[src/rtl/dilated_virtual_clock_assert.svh]
// assertion macros used by the dilated virtual clock top module
`ifndef DILATED_VIRTUAL_CLOCK_ASSERT_SVH
`define DILATED_VIRTUAL_CLOCK_ASSERT_SVH

// same-cycle implication, checked out of reset
`define DVC_ASSERT_NOW(label, clk, rst, ante, cons) \
   label: assert property (@(posedge clk) disable iff (rst) (ante) |-> (cons)) \
      else $error("dilated virtual clock check failed");

// next-cycle implication, checked out of reset
`define DVC_ASSERT_NEXT(label, clk, rst, ante, cons) \
   label: assert property (@(posedge clk) disable iff (rst) (ante) |=> (cons)) \
      else $error("dilated virtual clock check failed");

`endif

[src/rtl/dvc_pkg.sv]
// types, constants and command codes of the dilated virtual clock
package dvc_pkg;

   // time scale of the dilation factor
   localparam int SCALE = 1000;

   localparam int NS_W     = 63;
   localparam int VT_W     = 64;
   localparam int FACTOR_W = 21;
   localparam int PROD_W   = VT_W + FACTOR_W - 1;
   localparam int REM_W    = FACTOR_W;

   // serial multiply walks the multiplier bits, divide walks the product bits
   localparam int MUL_STEPS = FACTOR_W;
   localparam int DIV_STEPS = PROD_W;
   localparam int CNT_W     = $clog2(DIV_STEPS);

   typedef enum logic [1:0] {
      FUNC_QUERY    = 2'd0,
      FUNC_FREEZE   = 2'd1,
      FUNC_UNFREEZE = 2'd2,
      FUNC_CHANGE   = 2'd3
   } func_type;

   typedef enum logic [1:0] {
      ST_OK         = 2'd0,
      ST_FROZEN     = 2'd1,
      ST_NOT_FROZEN = 2'd2
   } status_type;

   // datapath steps, each an adder operation, a serial step or a register update
   typedef enum logic [4:0] {
      OP_IDLE,
      OP_DISPATCH,
      OP_FRZ,
      OP_UNF_A,
      OP_UNF_B,
      OP_START,
      OP_REAL,
      OP_SUBFT,
      OP_ADDFS,
      OP_SUBNOW,
      OP_MAG,
      OP_MUL,
      OP_DIV,
      OP_SIGN,
      OP_ADDVB,
      OP_ADDST,
      OP_COMMIT,
      OP_RESP
   } op_type;

   typedef struct packed {
      logic   load;
      op_type op;
   } cmd_type;

   typedef struct packed {
      func_type func;
      logic     frozen;
      logic     factor_zero;
   } sts_type;

endpackage

[src/rtl/dvc_ctrl.sv]
// sequencer that steps the datapath through one command word
module dvc_ctrl
   import dvc_pkg::*;
(
   input  logic    clock,
   input  logic    reset,
   input  logic    req_valid,
   output logic    req_ready,
   output logic    rsp_valid,
   input  logic    rsp_ready,
   input  sts_type sts,
   output cmd_type cmd
);

   typedef enum logic [4:0] {
      S_IDLE,
      S_DISPATCH,
      S_FRZ,
      S_UNF_A,
      S_UNF_B,
      S_START,
      S_REAL,
      S_SUBFT,
      S_ADDFS,
      S_SUBNOW,
      S_MAG,
      S_MUL,
      S_DIV,
      S_SIGN,
      S_ADDVB,
      S_ADDST,
      S_COMMIT,
      S_RESP
   } state_type;

   state_type        state_ff, state_in;
   logic [CNT_W-1:0] cnt_ff, cnt_in;
   logic             rsp_valid_ff, rsp_valid_in;

   // take a new word only when idle and the result register is empty
   assign req_ready = (state_ff == S_IDLE) && !rsp_valid_ff;
   assign rsp_valid = rsp_valid_ff;

   // step decode
   always_comb begin
      cmd.load = req_valid && req_ready;
      case (state_ff)
         S_IDLE:     cmd.op = OP_IDLE;
         S_DISPATCH: cmd.op = OP_DISPATCH;
         S_FRZ:      cmd.op = OP_FRZ;
         S_UNF_A:    cmd.op = OP_UNF_A;
         S_UNF_B:    cmd.op = OP_UNF_B;
         S_START:    cmd.op = OP_START;
         S_REAL:     cmd.op = OP_REAL;
         S_SUBFT:    cmd.op = OP_SUBFT;
         S_ADDFS:    cmd.op = OP_ADDFS;
         S_SUBNOW:   cmd.op = OP_SUBNOW;
         S_MAG:      cmd.op = OP_MAG;
         S_MUL:      cmd.op = OP_MUL;
         S_DIV:      cmd.op = OP_DIV;
         S_SIGN:     cmd.op = OP_SIGN;
         S_ADDVB:    cmd.op = OP_ADDVB;
         S_ADDST:    cmd.op = OP_ADDST;
         S_COMMIT:   cmd.op = OP_COMMIT;
         S_RESP:     cmd.op = OP_RESP;
         default:    cmd.op = OP_IDLE;
      endcase
   end

   // next state
   always_comb begin
      state_in     = state_ff;
      cnt_in       = cnt_ff;
      rsp_valid_in = rsp_valid_ff;
      if (rsp_valid_ff && rsp_ready) begin
         rsp_valid_in = 1'b0;
      end
      case (state_ff)
         S_IDLE: begin
            if (cmd.load) state_in = S_DISPATCH;
         end
         S_DISPATCH: begin
            case (sts.func)
               FUNC_QUERY:    state_in = S_REAL;
               FUNC_FREEZE:   state_in = S_FRZ;
               FUNC_UNFREEZE: state_in = S_UNF_A;
               FUNC_CHANGE:   state_in = S_START;
               default:       state_in = S_RESP;
            endcase
         end
         S_FRZ:   state_in = S_RESP;
         S_UNF_A: state_in = sts.frozen ? S_UNF_B : S_RESP;
         S_UNF_B: state_in = S_RESP;
         S_START: state_in = S_REAL;
         S_REAL:  state_in = S_SUBFT;
         S_SUBFT: begin
            if (sts.func == FUNC_QUERY && sts.frozen) begin
               state_in = S_ADDFS;
            end else begin
               state_in = sts.factor_zero ? S_ADDVB : S_MAG;
            end
         end
         S_ADDFS:  state_in = S_SUBNOW;
         S_SUBNOW: state_in = sts.factor_zero ? S_ADDVB : S_MAG;
         S_MAG: begin
            state_in = S_MUL;
            cnt_in   = '0;
         end
         S_MUL: begin
            if (cnt_ff == CNT_W'(MUL_STEPS - 1)) begin
               state_in = S_DIV;
               cnt_in   = '0;
            end else begin
               cnt_in = cnt_ff + 1'b1;
            end
         end
         S_DIV: begin
            if (cnt_ff == CNT_W'(DIV_STEPS - 1)) begin
               state_in = S_SIGN;
            end else begin
               cnt_in = cnt_ff + 1'b1;
            end
         end
         S_SIGN:   state_in = S_ADDVB;
         S_ADDVB:  state_in = (sts.func == FUNC_QUERY) ? S_ADDST : S_COMMIT;
         S_ADDST:  state_in = S_RESP;
         S_COMMIT: state_in = S_RESP;
         S_RESP: begin
            state_in     = S_IDLE;
            rsp_valid_in = 1'b1;
         end
         default: state_in = S_IDLE;
      endcase
   end

   // state and registered outputs
   always_ff @(posedge clock) begin
      if (reset) begin
         state_ff     <= S_IDLE;
         cnt_ff       <= '0;
         rsp_valid_ff <= 1'b0;
      end else begin
         state_ff     <= state_in;
         cnt_ff       <= cnt_in;
         rsp_valid_ff <= rsp_valid_in;
      end
   end

endmodule

[config.mk]
export PLATFORM = sky130hd
export DESIGN_NAME = dvc_ctrl
export DESIGN_NICKNAME = d
export VERILOG_FILES = /design/src/rtl/dilated_virtual_clock_assert.svh /design/src/rtl/dvc_pkg.sv /design/src/rtl/dvc_ctrl.sv
export SDC_FILE = /design/constraint.sdc
export NUM_CORES = 1
export LEC_CHECK = 0
export BUFFER_PORTS_ARGS = -buffer_cell sky130_fd_sc_hd__buf_4
export CORE_MARGIN = 10
export CORE_UTILIZATION = 53
export CTS_BUF_LIST = sky130_fd_sc_hd__clkbuf_2 sky130_fd_sc_hd__clkbuf_4 sky130_fd_sc_hd__clkbuf_8
export DETAILED_ROUTE_END_ITERATION = 10
export PLACE_DENSITY = 0.77
export SYNTH_ARGS = -nofsm -noshare
export SYNTH_HDL_FRONTEND = slang
export SYNTH_SLANG_ARGS = --single-unit
[constraint.sdc]
create_clock -name clock -period 1.6 [get_ports clock]
set_input_delay 0 -clock clock [delete_from_list [all_inputs] [get_ports clock]]
set_output_delay 0 -clock clock [all_outputs]
set_load 0.005 [all_outputs]
Yosys cells after proc, flatten, opt, wreduce, memory -nomap -nowiden
Memories as Yosys holds them, arrays and structs flattened. A register that Yosys moved wholly into a read port is not among the register bits.
Cells that the tools add are included.

storage, ports and cells
  register bits after elaboration = 13
  bits in read-only memories = 160
  input port bits = 8
  output and inout bits = 8
  word-level logic and storage cells = 59
  memories kept = 1

memory list
  name             words  width  rd ports  clocked after Yosys merged registers in  wr ports  RTL line        RTL
  (no name shown)  32     5      1         1                                        0         dvc_ctrl.sv:47  case (state_ff)

cells by class
  add/sub/neg operators = 1
  eq/ne operators = 26
  mux-type cells = 16
  reductions and logical operators = 12

operators with widths
  kind                   number
  $pmux W5 S14           1
  $eq A5 B4 Y1 const B   8
  $mux W5                7
  $pmux W7 S3            1
  $eq A5 B3 Y1 const B   4
  $pmux W5 S4            1
  $mux W7                2
  $eq A5 B2 Y1 const B   2
  $eq A5 B5 Y1 const B   2
  $ne A2 B2 Y1 const B   4
  $add A7 B1 Y7 const B  1
  $eq A7 B5 Y1 const B   1
  $eq A7 B7 Y1 const B   1
  $mux W3                2
  $eq A5 B1 Y1 const B   1
  $logic_not A5 Y1       1
  $eq A2 B2 Y1 const B   2
  $logic_and A1 B1 Y1    4
  $reduce_or A4 Y1       1
  $reduce_and A3 Y1      1
  $reduce_bool A3 Y1     1
  $eq A2 B1 Y1 const B   1
  $logic_not A2 Y1       1
  $mux W1                2
  3 further kinds        3

Depth between registers and ports, before layout
Gate-level depths: netlist of run 1.

  depth after elaboration = 7
  depth in mapped cells = 7
  depth with buffers taken out = 6

Least setup slack after synthesis of run 1
No wires, ideal clock.

  path type = reg-to-reg
  start = register state_ff[3]
  end = register cnt_ff[3]
  setup time = 72 ps
  arrival = 1638 ps
  required time = 1528 ps
  slack = -110 ps
  stages on the path, launching flop included = 6
  path buffers = 1
  clock period less this slack = 1710 ps
  cell sequence = dfxtp_1 buf_4 or3b_4 a211o_4 a2111oi_4 mux2i_1

between the ends
  cells in the longest elaborated chain, start to end = 3
  elaborated cells on any way between the ends = 7
  classes of those cells = 4 x eq/ne; 1 x mux; 2 x reduce/logical

RTL lines
  element                                                                     RTL line         RTL
  start, declared                                                             dvc_ctrl.sv:36   state_type state_ff, state_in;
  start signal, assigned                                                      dvc_ctrl.sv:143  state_ff <= state_in;
  $eq A5 B4 Y1                                                                dvc_ctrl.sv:78   case (state_ff)
  $ne A2 B2 Y1 (no source line) / $reduce_bool A3 Y1 (equally long branches)  -
  $reduce_and A2 Y1 (no source line)                                          -
  end signal, assigned                                                        dvc_ctrl.sv:144  cnt_ff <= cnt_in;
  end, declared                                                               dvc_ctrl.sv:37   logic [CNT_W-1:0] cnt_ff, cnt_in;

Parallel ways exist; a longest one is shown, timed or not.
A chain may end at the register's enable or synchronous reset.

==> results of run 1 <==
layout by cell type, fill, tap and decap left out, types with 2 or more instances in the layout:
cell type and count:
buf_4 41, dfxtp_1 13, o211ai_1 12, inv_1 9
nor2_1 8, buf_6 7, nor3_1 5, mux2i_1 5
nand2b_1 4, nand2_1 4, nand3_1 4, o21ai_0 4
o311a_1 4, o21a_1 4, ha_1 4, dfxtp_2 4
nand4_1 3, a21oi_1 3, nand3b_1 3, clkbuf_4 3
and2_4 2, or3_1 2, and3b_1 2, nor4b_1 2
a211oi_1 2, and2_1 2, a211oi_2 2, nor2b_1 2
o22a_1 2, a21oi_2 2, ha_4 2, dlygate4sd3_1 2
registers in the layout, summed over array words and instances (netlist names):
register,count
cmd,5
state_ff,5
rsp_valid,1
cnt_ff,7
timing repair:
item,in CTS,in global routing
endpoints found under the hold margin,5,0
resized for setup,13,24
pin swaps,4,14
hold buffers,2,0
buffers inserted,6,3
setup endpoints to repair,13,17
synth_stat cells:
master,n,area share
a2111oi_4,1,0.022
a211o_4,1,0.014
a211oi_1,4,0.024
a21oi_1,6,0.024
a41oi_1,2,0.014
and2_1,4,0.020
and3_1,1,0.0050
and3b_1,2,0.014
buf_2,1,0.0040
buf_4,1,0.0060
clkbuf_1,7,0.021
dfxtp_1,18,0.29
ha_1,6,0.060
inv_1,11,0.033
mux2i_1,5,0.040
nand2_1,4,0.012
nand2b_1,6,0.030
nand3_1,4,0.016
nand3b_1,3,0.018
nand4_1,3,0.015
nand4b_1,1,0.0070
nor2_1,8,0.024
nor2b_1,3,0.015
nor3_1,6,0.024
nor4b_1,3,0.021
o211ai_1,12,0.072
o21a_1,4,0.024
o21ai_0,6,0.024
o21bai_1,1,0.0060
o221ai_1,1,0.0070
o22a_1,2,0.014
o22ai_1,1,0.0050
o311a_1,4,0.032
o32ai_1,1,0.0070
or2_2,1,0.0050
or3_1,2,0.010
or3b_4,1,0.0090
or4_1,1,0.0060
xor2_1,1,0.0070
per-layer routing:
layer / vias to the layer above / part of all wire
met5: - / 0
met4: 0 / 0.043
met3: 22 / 0.074
met2: 72 / 0.49
met1: 688 / 0.40
li1: 644 / -
worst max-delay path by stage:
stage / end / slack, ps
3_5_place_dp: cnt_ff[3]$_SDFFE_PP0P_ / -180
3_3_place_gp: cnt_ff[5]$_SDFFE_PP0P_ / -70
5_1_grt: cmd[2]$_SDFF_PP0_ / -220
4_1_cts: cnt_ff[3]$_SDFFE_PP0P_ / -140
2_1_floorplan: cnt_ff[3]$_SDFFE_PP0P_ / -70
6_report: cmd[5] / -170
power by group through the flow:
stage	combinational [W]	sequential, W	clock (W)
6_report	0.000942	0.000553	0.000240
5_1_grt	0.00101	0.000556	0.000251
4_1_cts	0.000760	0.000541	0.000232
3_5_place_dp	0.000720	0.000549	0
3_3_place_gp	0.000693	0.000547	0
2_1_floorplan	0.000389	0.000557	0
per-stage QoR:
stage,setup TNS [ps],instances,instance area (sq um),setup slack (ps)
after floorplan,-65.0,149,1260,-65.0
after global placement,-337,207,1550,-73.0
after detailed placement,-1010,207,1550,-175
after CTS,-1120,218,1680,-141
after global routing,-1960,221,1800,-215
final,-1360,221,1800,-169
critical path: cells and delay by family, from the launching register on:
kind          cells  cell delay [ps]
simple gates      3              880
buf+inv           2              220
flops             1              350
kinds of logic (layout without fill, tap and decap cells):
family | after synthesis | count (layout) | synth area share
adder cells (fa/ha/maj) | 6 | 6 | 0.0601
multiplexers | 5 | 5 | 0.0400
XOR/XNOR | 1 | 1 | 0.00701
AND/OR/NAND/NOR | 53 | 53 | 0.251
flip-flops | 18 | 18 | 0.288
buffers and inverters | 20 | 64 | 0.0641
AO/OA/AOI/OAI | 46 | 46 | 0.289
area by class of cell:
| class | instances | area (sq um) |
|---|---|---|
| well taps | 28 | 35.0 |
| multi-input cells | 111 | 922 |
| clock buffers | 3 | 22.5 |
| repair buffers | 50 | 407 |
| inverters | 11 | 43.8 |
| flip-flops and latches | 18 | 369 |
| fillers | 153 | 434 |
==> out/results.tsv, run 1 <==
metric	value	unit
status	finished with violations	
violations	negative setup slack	
grt_pass1_vias	1359	
crit_chain	or4_4, buf_6, nor3_4, and2_4, buf_6	
core	0.00223	sq mm
worst-path-max-fanout	3	
die_x	68.6	um
critPathArrivalTime	1770	ps
clk_latency	300	ps
area_growth	43.9	%
drv_slew	0	
synth_cells	149	
crit_path_start	state_ff[3]$_SDFFE_PP0N_	
end_kind	output pin	
hold_depth	3	
switching_share	0.372	
rr_startpoint	cnt_ff[3]$_SDFFE_PP0P_	
skew	4.05	ps
hold_path.class	input pin to flop	
use_met2	0.290	
setup_viol	15	
vdd_drop_max	0.730	mV
finalPower	0.00174	W
die_h	68.6	um
h-tree-depth	1	
antenna_cells	0	
layout-drive-gt1-share	0.409	
globalRouteOverflowTotal	0	
final_util	0.806	
final.setup.worst_slack	-169	ps
place_congestion	0.917	
drcViolationCount	0	
cts_tree	done	
powerDensity	964	mW/mm^2
grt_max_degree	17	
wire_per_inst	19.1	um
clkSlewWorstSetupHoldPaths	110	ps
pwr-share-clk	0.139	
hpwl	2700	um
holdWs	100	ps
yosysSeqAreaShare	0.288	
drt_first_pass_iters	4	
avgSynthCellArea	8.39	sq um
setup.worst_path.class	flop to output pin	
tightest_slew	521	ps
ctsLongestPathBuffers	2	
routed_via_density	6.45	
top_usage_layer	met2	
die_area	0.00470	sq mm
globalRouteTotalUtil	0.168	
period_needed	1770	ps
met1_usage	0.201	
finalHoldViolations	0	
p_sw	0.000646	W
reg2regPathDepth	5	
start_kind	flop	
ys_ff_latch	18	
synth_nets	163	
final_nets	209	
max_freq	565	MHz
synth_area	0.00125	sq mm
internal_power	0.00109	W
routed_wl	4230	um
power_frac_seq	0.319	
use_met3	0.0338	
rsz0062_at_grt	yes	
antenna_found_initial	0	
regToRegSetupSlack	-150	ps
hold_start	sts[0]	
slew_headroom	0.651	
crit_required	1600	ps
worstHoldEndpoint	state_ff[2]$_SDFFE_PP0N_	
start_util	0.560	
ys.warnings.count	0	
port_buffers	15	
synth_cell_types	39	
maxCapViolCount	0	
ant_nets	0	
pin_count	16	
slowest_stage	or4_4	
rows	17	
power.share.combinational	0.543	
cts_sinks	18	
critPathMostFrequentCell	buf_6	
r2r_end	cmd[2]$_SDFF_PP0_	
power.leakage	0.728	nW
dr_total_vias	1426	
drt-initial-drc-count	132	
period_share	1.11	
cts_made_buffers	3	
critPathMaxStageDelay	540	ps
grt_pass1_wl	6240	um
root_buffer	clkbuf_4	
Note: power is estimated with default switching activity, not from simulation.
==> run 2: changes to the inputs <==
--- a/config.mk
+++ b/config.mk
@@ -6,11 +6,11 @@
 export NUM_CORES = 1
 export LEC_CHECK = 0
 export BUFFER_PORTS_ARGS = -buffer_cell sky130_fd_sc_hd__buf_4
-export CORE_MARGIN = 10
-export CORE_UTILIZATION = 53
+export CORE_MARGIN = 1.5
+export CORE_UTILIZATION = 59
 export CTS_BUF_LIST = sky130_fd_sc_hd__clkbuf_2 sky130_fd_sc_hd__clkbuf_4 sky130_fd_sc_hd__clkbuf_8
 export DETAILED_ROUTE_END_ITERATION = 10
-export PLACE_DENSITY = 0.77
+export PLACE_DENSITY = 0.81
 export SYNTH_ARGS = -nofsm -noshare
 export SYNTH_HDL_FRONTEND = slang
 export SYNTH_SLANG_ARGS = --single-unit
==> constraint.sdc (replaced) <==
create_clock -name clock -period 1.8 [get_ports clock]
set_input_delay 0 -clock clock [delete_from_list [all_inputs] [get_ports clock]]
set_output_delay 0 -clock clock [all_outputs]
set_load 0.005 [all_outputs]
==> run 2 against run 1 <==
The flow now finishes without violations. Sequential share of layout area up 2.8 points. Register-to-register slack improved by 200 ps. Worst setup slack better by 220 ps. First-iteration DRC count shrank 72%. Critical endpoint is now state_ff[0]$_SDFFE_PP0N_. Largest power group unchanged.
==> out/results.tsv, run 2 (synthesized netlist as in run 1, its figures left out) <==
metric	value	unit
status	completed	
regToRegSetupSlack	50	ps
h-tree-depth	1	
layout-drive-gt1-share	0.282	
pre_cts_ws	23.6	ps
routed_via_density	6.15	
powerDensity	848	mW/mm^2
cts_made_buffers	3	
root_buffer	clkbuf_4	
setup_viol	0	
clk_latency	320	ps
finalSetupTns	0	ps
antenna_found_initial	0	
drt_first_pass_iters	4	
routed_wl	3280	um
vdd_drop_max	0.737	mV
fin_area	0.00156	sq mm
end_kind	flop	
crit_required	2000	ps
drt-initial-drc-count	37	
reg2regPathDepth	7	
max_freq	570	MHz
drcViolationCount	0	
dr_total_vias	1254	
holdWs	86.5	ps
max_flop_register	cnt_ff	
critPathMaxStageDelay	370	ps
largest_reg_flops	7	
start_util	0.631	
die_h	49.0	um
path_delay_family	compound AO/OA/AOI/OAI gates	
setup.worst_path.class	flop to flop	
rows	16	
tightest_slew	498	ps
power.leakage	0.633	nW
slowest_stage	o311a_1	
core	0.00198	sq mm
final.setup.worst_slack	45.7	ps
drv_slew	0	
worstHoldEndpoint	state_ff[2]$_SDFFE_PP0N_	
wire_per_inst	16.1	um
hold_depth	3	
cts_sinks	18	
hold_path.class	input pin to flop	
area_growth	25.1	%
mostFrequentLayoutCells	buf_4, dfxtp_1, o211ai_1	
clkSlewWorstSetupHoldPaths	110	ps
grt_pass1_wl	5160	um
critPathMostFrequentCell	o211ai_1	
final_nets	192	
slew_headroom	0.666	
skew	10.9	ps
port_buffers	15	
antenna_cells	0	
ctsLongestPathBuffers	2	
critPathArrivalTime	1960	ps
placed_cells	191	
globalRouteTotalUtil	0.278	
final_common_cell	buf_4	
die_x	49.0	um
pin_count	16	
worst-path-max-fanout	3	
grt_pass1_vias	1127	
place_area	0.00143	sq mm
cts_tree	done	
r2r_end	state_ff[0]$_SDFFE_PP0N_	
crit_chain	buf_4, inv_4, ha_2, nand4b_1, o211ai_1, o211ai_1, o311a_1	
hold_start	sts[0]	
die_area	0.00240	sq mm
fin_cells	204	
place_congestion	0.958	
path_buf_inv	2	
nFillCells	139	
hpwl	2220	um
grt_max_degree	17	
period_needed	1750	ps
maxCapViolCount	0	
ant_nets	0	
finalHoldViolations	0	
regArea	365	sq um
period_share	0.975	
globalRouteOverflowTotal	0	
start_kind	flop	
rr_startpoint	cnt_ff[1]$_SDFFE_PP0P_	
multi_input_area	832	sq um
run 2: changes by cell type in the layout (fill, tap and decap cells not counted), moves of 2 or more:
cell / delta
buf_4: -10
buf_6: -7
a21oi_1: +3
a21oi_2: -2
ha_4: -2
nand2b_1: +2
o21ai_0: +2
run 2: worst max-delay path by stage:
| stage | start | end | depth (start not counted) |
|---|---|---|---|
| 6_report | cnt_ff[1]$_SDFFE_PP0P_ | state_ff[0]$_SDFFE_PP0N_ | 7 |
| 5_1_grt | cnt_ff[0]$_SDFFE_PP0P_ | cnt_ff[3]$_SDFFE_PP0P_ | 5 |
| 4_1_cts | state_ff[3]$_SDFFE_PP0N_ | cnt_ff[3]$_SDFFE_PP0P_ | 4 |
| 2_1_floorplan | state_ff[3]$_SDFFE_PP0N_ | cnt_ff[3]$_SDFFE_PP0P_ | 5 |
| 3_3_place_gp | state_ff[3]$_SDFFE_PP0N_ | cnt_ff[3]$_SDFFE_PP0P_ | 4 |
| 3_5_place_dp | state_ff[3]$_SDFFE_PP0N_ | cnt_ff[3]$_SDFFE_PP0P_ | 4 |
run 2: where the power goes:
group	switching, W	internal [W]
Clock	0.000140	0.000124
Combinational	0.000313	0.000269
Sequential	0.0000278	0.000452
run 2: repair_timing:
item / CTS / global route
endpoints found under the hold margin: 5 / 0
buffers inserted: 5 / 2
pin swaps: 2 / 4
resized for setup: 5 / 7
setup endpoints to repair: 1 / 7
hold buffers: 2 / 0
run 2: layout make-up:
class                           count  area share
Clock buffer                        4      0.0232
Inverter                           11      0.0280
Multi-Input combinational cell    111       0.532
Sequential cell                    18       0.234
Tap cell                           27      0.0216
Timing Repair Buffer               33       0.162
run 2: worst reg2reg max path, cell delays in order (launching register included):
cell      delay, ps
dfxtp_2         340
buf_4           150
inv_4            70
ha_2            170
nand4b_1        110
o211ai_1        260
o211ai_1        160
o311a_1         370
run 2: metrics by stage:
step	power, W	utilization
6_report	0.00133	0.789
5_1_grt	0.00139	0.789
4_1_cts	0.00131	0.770
3_5_place_dp	0.00104	0.719
3_3_place_gp	0.00103	0.719
2_1_floorplan	0.000841	-
run 2: per-layer routing:
layer  global-route usage  vias to the layer above  share of wire
met5                    0                        -              0
met4                0.110                        0          0.026
met3               0.0215                        9          0.032
met2                0.502                       41           0.50
met1                0.339                      587           0.44
li1                     -                      617              -
==> run 3: changes to the inputs <==
--- a/config.mk
+++ b/config.mk
@@ -5,9 +5,10 @@
 export SDC_FILE = /design/constraint.sdc
 export NUM_CORES = 1
 export LEC_CHECK = 0
+export ABC_AREA = 1
 export BUFFER_PORTS_ARGS = -buffer_cell sky130_fd_sc_hd__buf_4
 export CORE_MARGIN = 1.5
-export CORE_UTILIZATION = 59
+export CORE_UTILIZATION = 58
 export CTS_BUF_LIST = sky130_fd_sc_hd__clkbuf_2 sky130_fd_sc_hd__clkbuf_4 sky130_fd_sc_hd__clkbuf_8
 export DETAILED_ROUTE_END_ITERATION = 10
 export PLACE_DENSITY = 0.81
==> run 3 against run 2 <==
Synthesized cell count is 17% higher. Count of clock-buffer cells in the layout is 1 lower. Sequential power is 7.3% higher. Worst setup slack better by 260 ps. Register-to-register slack better by 260 ps. Via count is 13% lower. Sequential share of layout area is 4.2 points higher. Critical path type unchanged.
==> out/results.tsv, run 3 <==
metric	value	unit
status	completed	
max_freq	670	MHz
finalSetupTns	0	ps
hpwl	1950	um
hold_path.class	input pin to flop	
synth_cells	174	
critPathArrivalTime	1680	ps
core	0.00178	sq mm
largest_reg_flops	7	
grt_pass1_vias	1024	
pwr-share-clk	0.150	
worst-path-max-fanout	6	
dr_total_vias	1086	
synthTopCellsByArea	dfxtp_1, nand2_1, nor2_1	
reg2regPathDepth	9	
final_util	0.733	
synth_cell_types	28	
root_buffer	clkbuf_4	
synth-xor-area-share	0.00773	
clk_latency	280	ps
antenna_cells	0	
die_h	47.2	um
die_area	0.00223	sq mm
cts_made_buffers	3	
r2r_end	cmd[0]$_DFF_P_	
die_x	47.2	um
cts_sinks	18	
ctsLongestPathBuffers	2	
rows	15	
synth_area	0.00113	sq mm
yosysSeqAreaShare	0.318	
final_common_cell	nand2_1	
post-synth-top-area-cell	dfxtp_1	
avgSynthCellArea	6.51	sq um
final_nets	208	
power.share.combinational	0.425	
synth_edf_count	0	
synth_nets	188	
vdd_drop_max	0.701	mV
crit_chain	ha_1, nand2_1, nand3b_1, nand2_4, nand2_1, nor2_1, nand3_1, nand2_1, nor2_1	
globalRouteOverflowTotal	0	
p_sw	0.000466	W
end_kind	flop	
h-tree-depth	1	
layout-drive-gt1-share	0.161	
start_util	0.636	
drt-initial-drc-count	34	
internal_power	0.000744	W
regToRegSetupSlack	310	ps
switching_share	0.385	
wire_per_inst	11.1	um
synth-async-reset-ratio	0	
yosys.area_share.simple	0.419	
routed_wl	2410	um
netlist_top_cells_count	nand2_1, nor2_1, inv_1	
place_congestion	0.900	
grt_max_degree	11	
power.leakage	0.653	nW
mostFrequentLayoutCells	nand2_1, nor2_1, inv_1	
slowest_stage	dfxtp_1	
period_share	0.829	
slew_headroom	0.811	
yosys-mux-area-fraction	0	
globalRouteTotalUtil	0.261	
yosysMostFrequentCell	nand2_1	
grt_pass1_wl	4150	um
setup_viol	0	
critPathMaxStageDelay	380	ps
setup.worst_path.class	flop to flop	
cts_tree	done	
ys_ff_latch	18	
routed_via_density	5.00	
clkSlewWorstSetupHoldPaths	80	ps
synth_top_area_frac	0.318	
hold_depth	3	
rr_startpoint	cnt_ff[1]$_SDFFE_PP0P_	
drt_first_pass_iters	4	
period_needed	1490	ps
start_kind	flop	
hold_start	rsp_ready	
skew	3.46	ps
worstHoldEndpoint	rsp_valid$_SDFFE_PP0P_	
synth-adder-area-share	0.0662	
path_buf_inv	0	
critPathMostFrequentCell	nand2_1	
maxCapViolCount	0	
synth_top_family_by_area	simple AND/OR/NAND/NOR gates	
path_delay_family	simple AND/OR/NAND/NOR gates	
area_growth	15.2	%
drv_slew	0	
powerDensity	927	mW/mm^2
ant_nets	0	
crit_cells	9	
synth_compound_area_frac	0.0993	
antenna_found_initial	0	
nFillCells	145	
port_buffers	15	
tightest_slew	283	ps
power_frac_seq	0.425	
drcViolationCount	0	
max_flop_register	cnt_ff	
ys.warnings.count	0	
pin_count	16	
crit_required	1980	ps
rsz0062_at_grt	no	
synth_flop_cell	dfxtp_1	
finalHoldViolations	0	
==> run 3: changes by cell type after synthesis, sizes merged, moves of 4 or more <==
cell	before	now
nand2	4	48
nor2	8	29
inv	11	25
o211ai	12	0
nand3	4	12
clkbuf	7	0
a21oi	6	12
nand2b	6	0
mux2i	5	0
a211oi	4	0
o21a	4	0
o311a	4	0
==> run 3: final cells by class <==
cell class	count	area (sq um)	share of cell area
inverters	26	97.6	0.0747
repair buffers	16	123	0.0939
well taps	25	31.3	0.0239
flip-flops and latches	18	360	0.276
clock buffers	3	22.5	0.0172
multi-input cells	129	672	0.514
==> run 3: power groups by stage <==
| stage | clock network (W) | logic [W] | registers (W) |
|---|---|---|---|
| 6_report | 0.000182 | 0.000514 | 0.000515 |
| 5_1_grt | 0.000214 | 0.000585 | 0.000525 |
| 4_1_cts | 0.000191 | 0.000513 | 0.000514 |
| 3_5_place_dp | 0 | 0.000508 | 0.000522 |
| 3_3_place_gp | 0 | 0.000501 | 0.000521 |
| 2_1_floorplan | 0 | 0.000326 | 0.000515 |
==> run 3: per-layer routing <==
layer	vias up	wire length, um	track usage
met4	0	10	0.0667
li1	588	-	-
met5	-	0	0
met1	468	1210	0.356
met2	28	1060	0.408
met3	2	126	0.0731
==> run 3: timing repair <==
action,4_1_cts,5_1_grt
endpoints found under the hold margin,8,0
resized for setup,0,0
hold buffers,1,0
buffers inserted,0,0
==> run 3: cells by family (layout without fill, tap and decap cells) <==
logic type,after synthesis,in the layout
AOI/OAI and AO/OA,19,19
xor gates and xnor gates,1,1
buffers and inverters,27,45
adders and majority gates,6,6
and+or+nand+nor,103,103
DFF,18,18
==> run 3: worst max-delay path by stage <==
| stage | start | to | slack [ps] |
|---|---|---|---|
| floorplan | cnt_ff[1]$_SDFFE_PP0P_ | cmd[0]$_DFF_P_ | 430 |
| global placement | state_ff[2]$_SDFFE_PP0N_ | cmd[2]$_SDFF_PP0_ | 390 |
| detailed placement | cnt_ff[1]$_SDFFE_PP0P_ | cmd[0]$_DFF_P_ | 330 |
| CTS | cnt_ff[1]$_SDFFE_PP0P_ | cmd[0]$_DFF_P_ | 310 |
| global route | cnt_ff[1]$_SDFFE_PP0P_ | cmd[2]$_SDFF_PP0_ | 140 |
| finish | cnt_ff[1]$_SDFFE_PP0P_ | cmd[0]$_DFF_P_ | 310 |
==> run 3: worst min-delay path, stage by stage <==
cell and delay [ps]:
buf_4 80, o22ai_1 60, and2_1 130
==> run 3: stage by stage <==
| step | worst slack, ps | cell area [sq um] | hold slack, ps | total power, W | instances |
|---|---|---|---|---|---|
| floorplan | 434 | 1130 | 125 | 0.000841 | 174 |
| global placement | 388 | 1270 | 257 | 0.00102 | 213 |
| detailed placement | 329 | 1270 | 265 | 0.00103 | 213 |
| CTS | 312 | 1310 | 16.4 | 0.00122 | 217 |
| global route | 140 | 1310 | 8.07 | 0.00132 | 217 |
| finish | 308 | 1310 | 26.6 | 0.00121 | 217 |
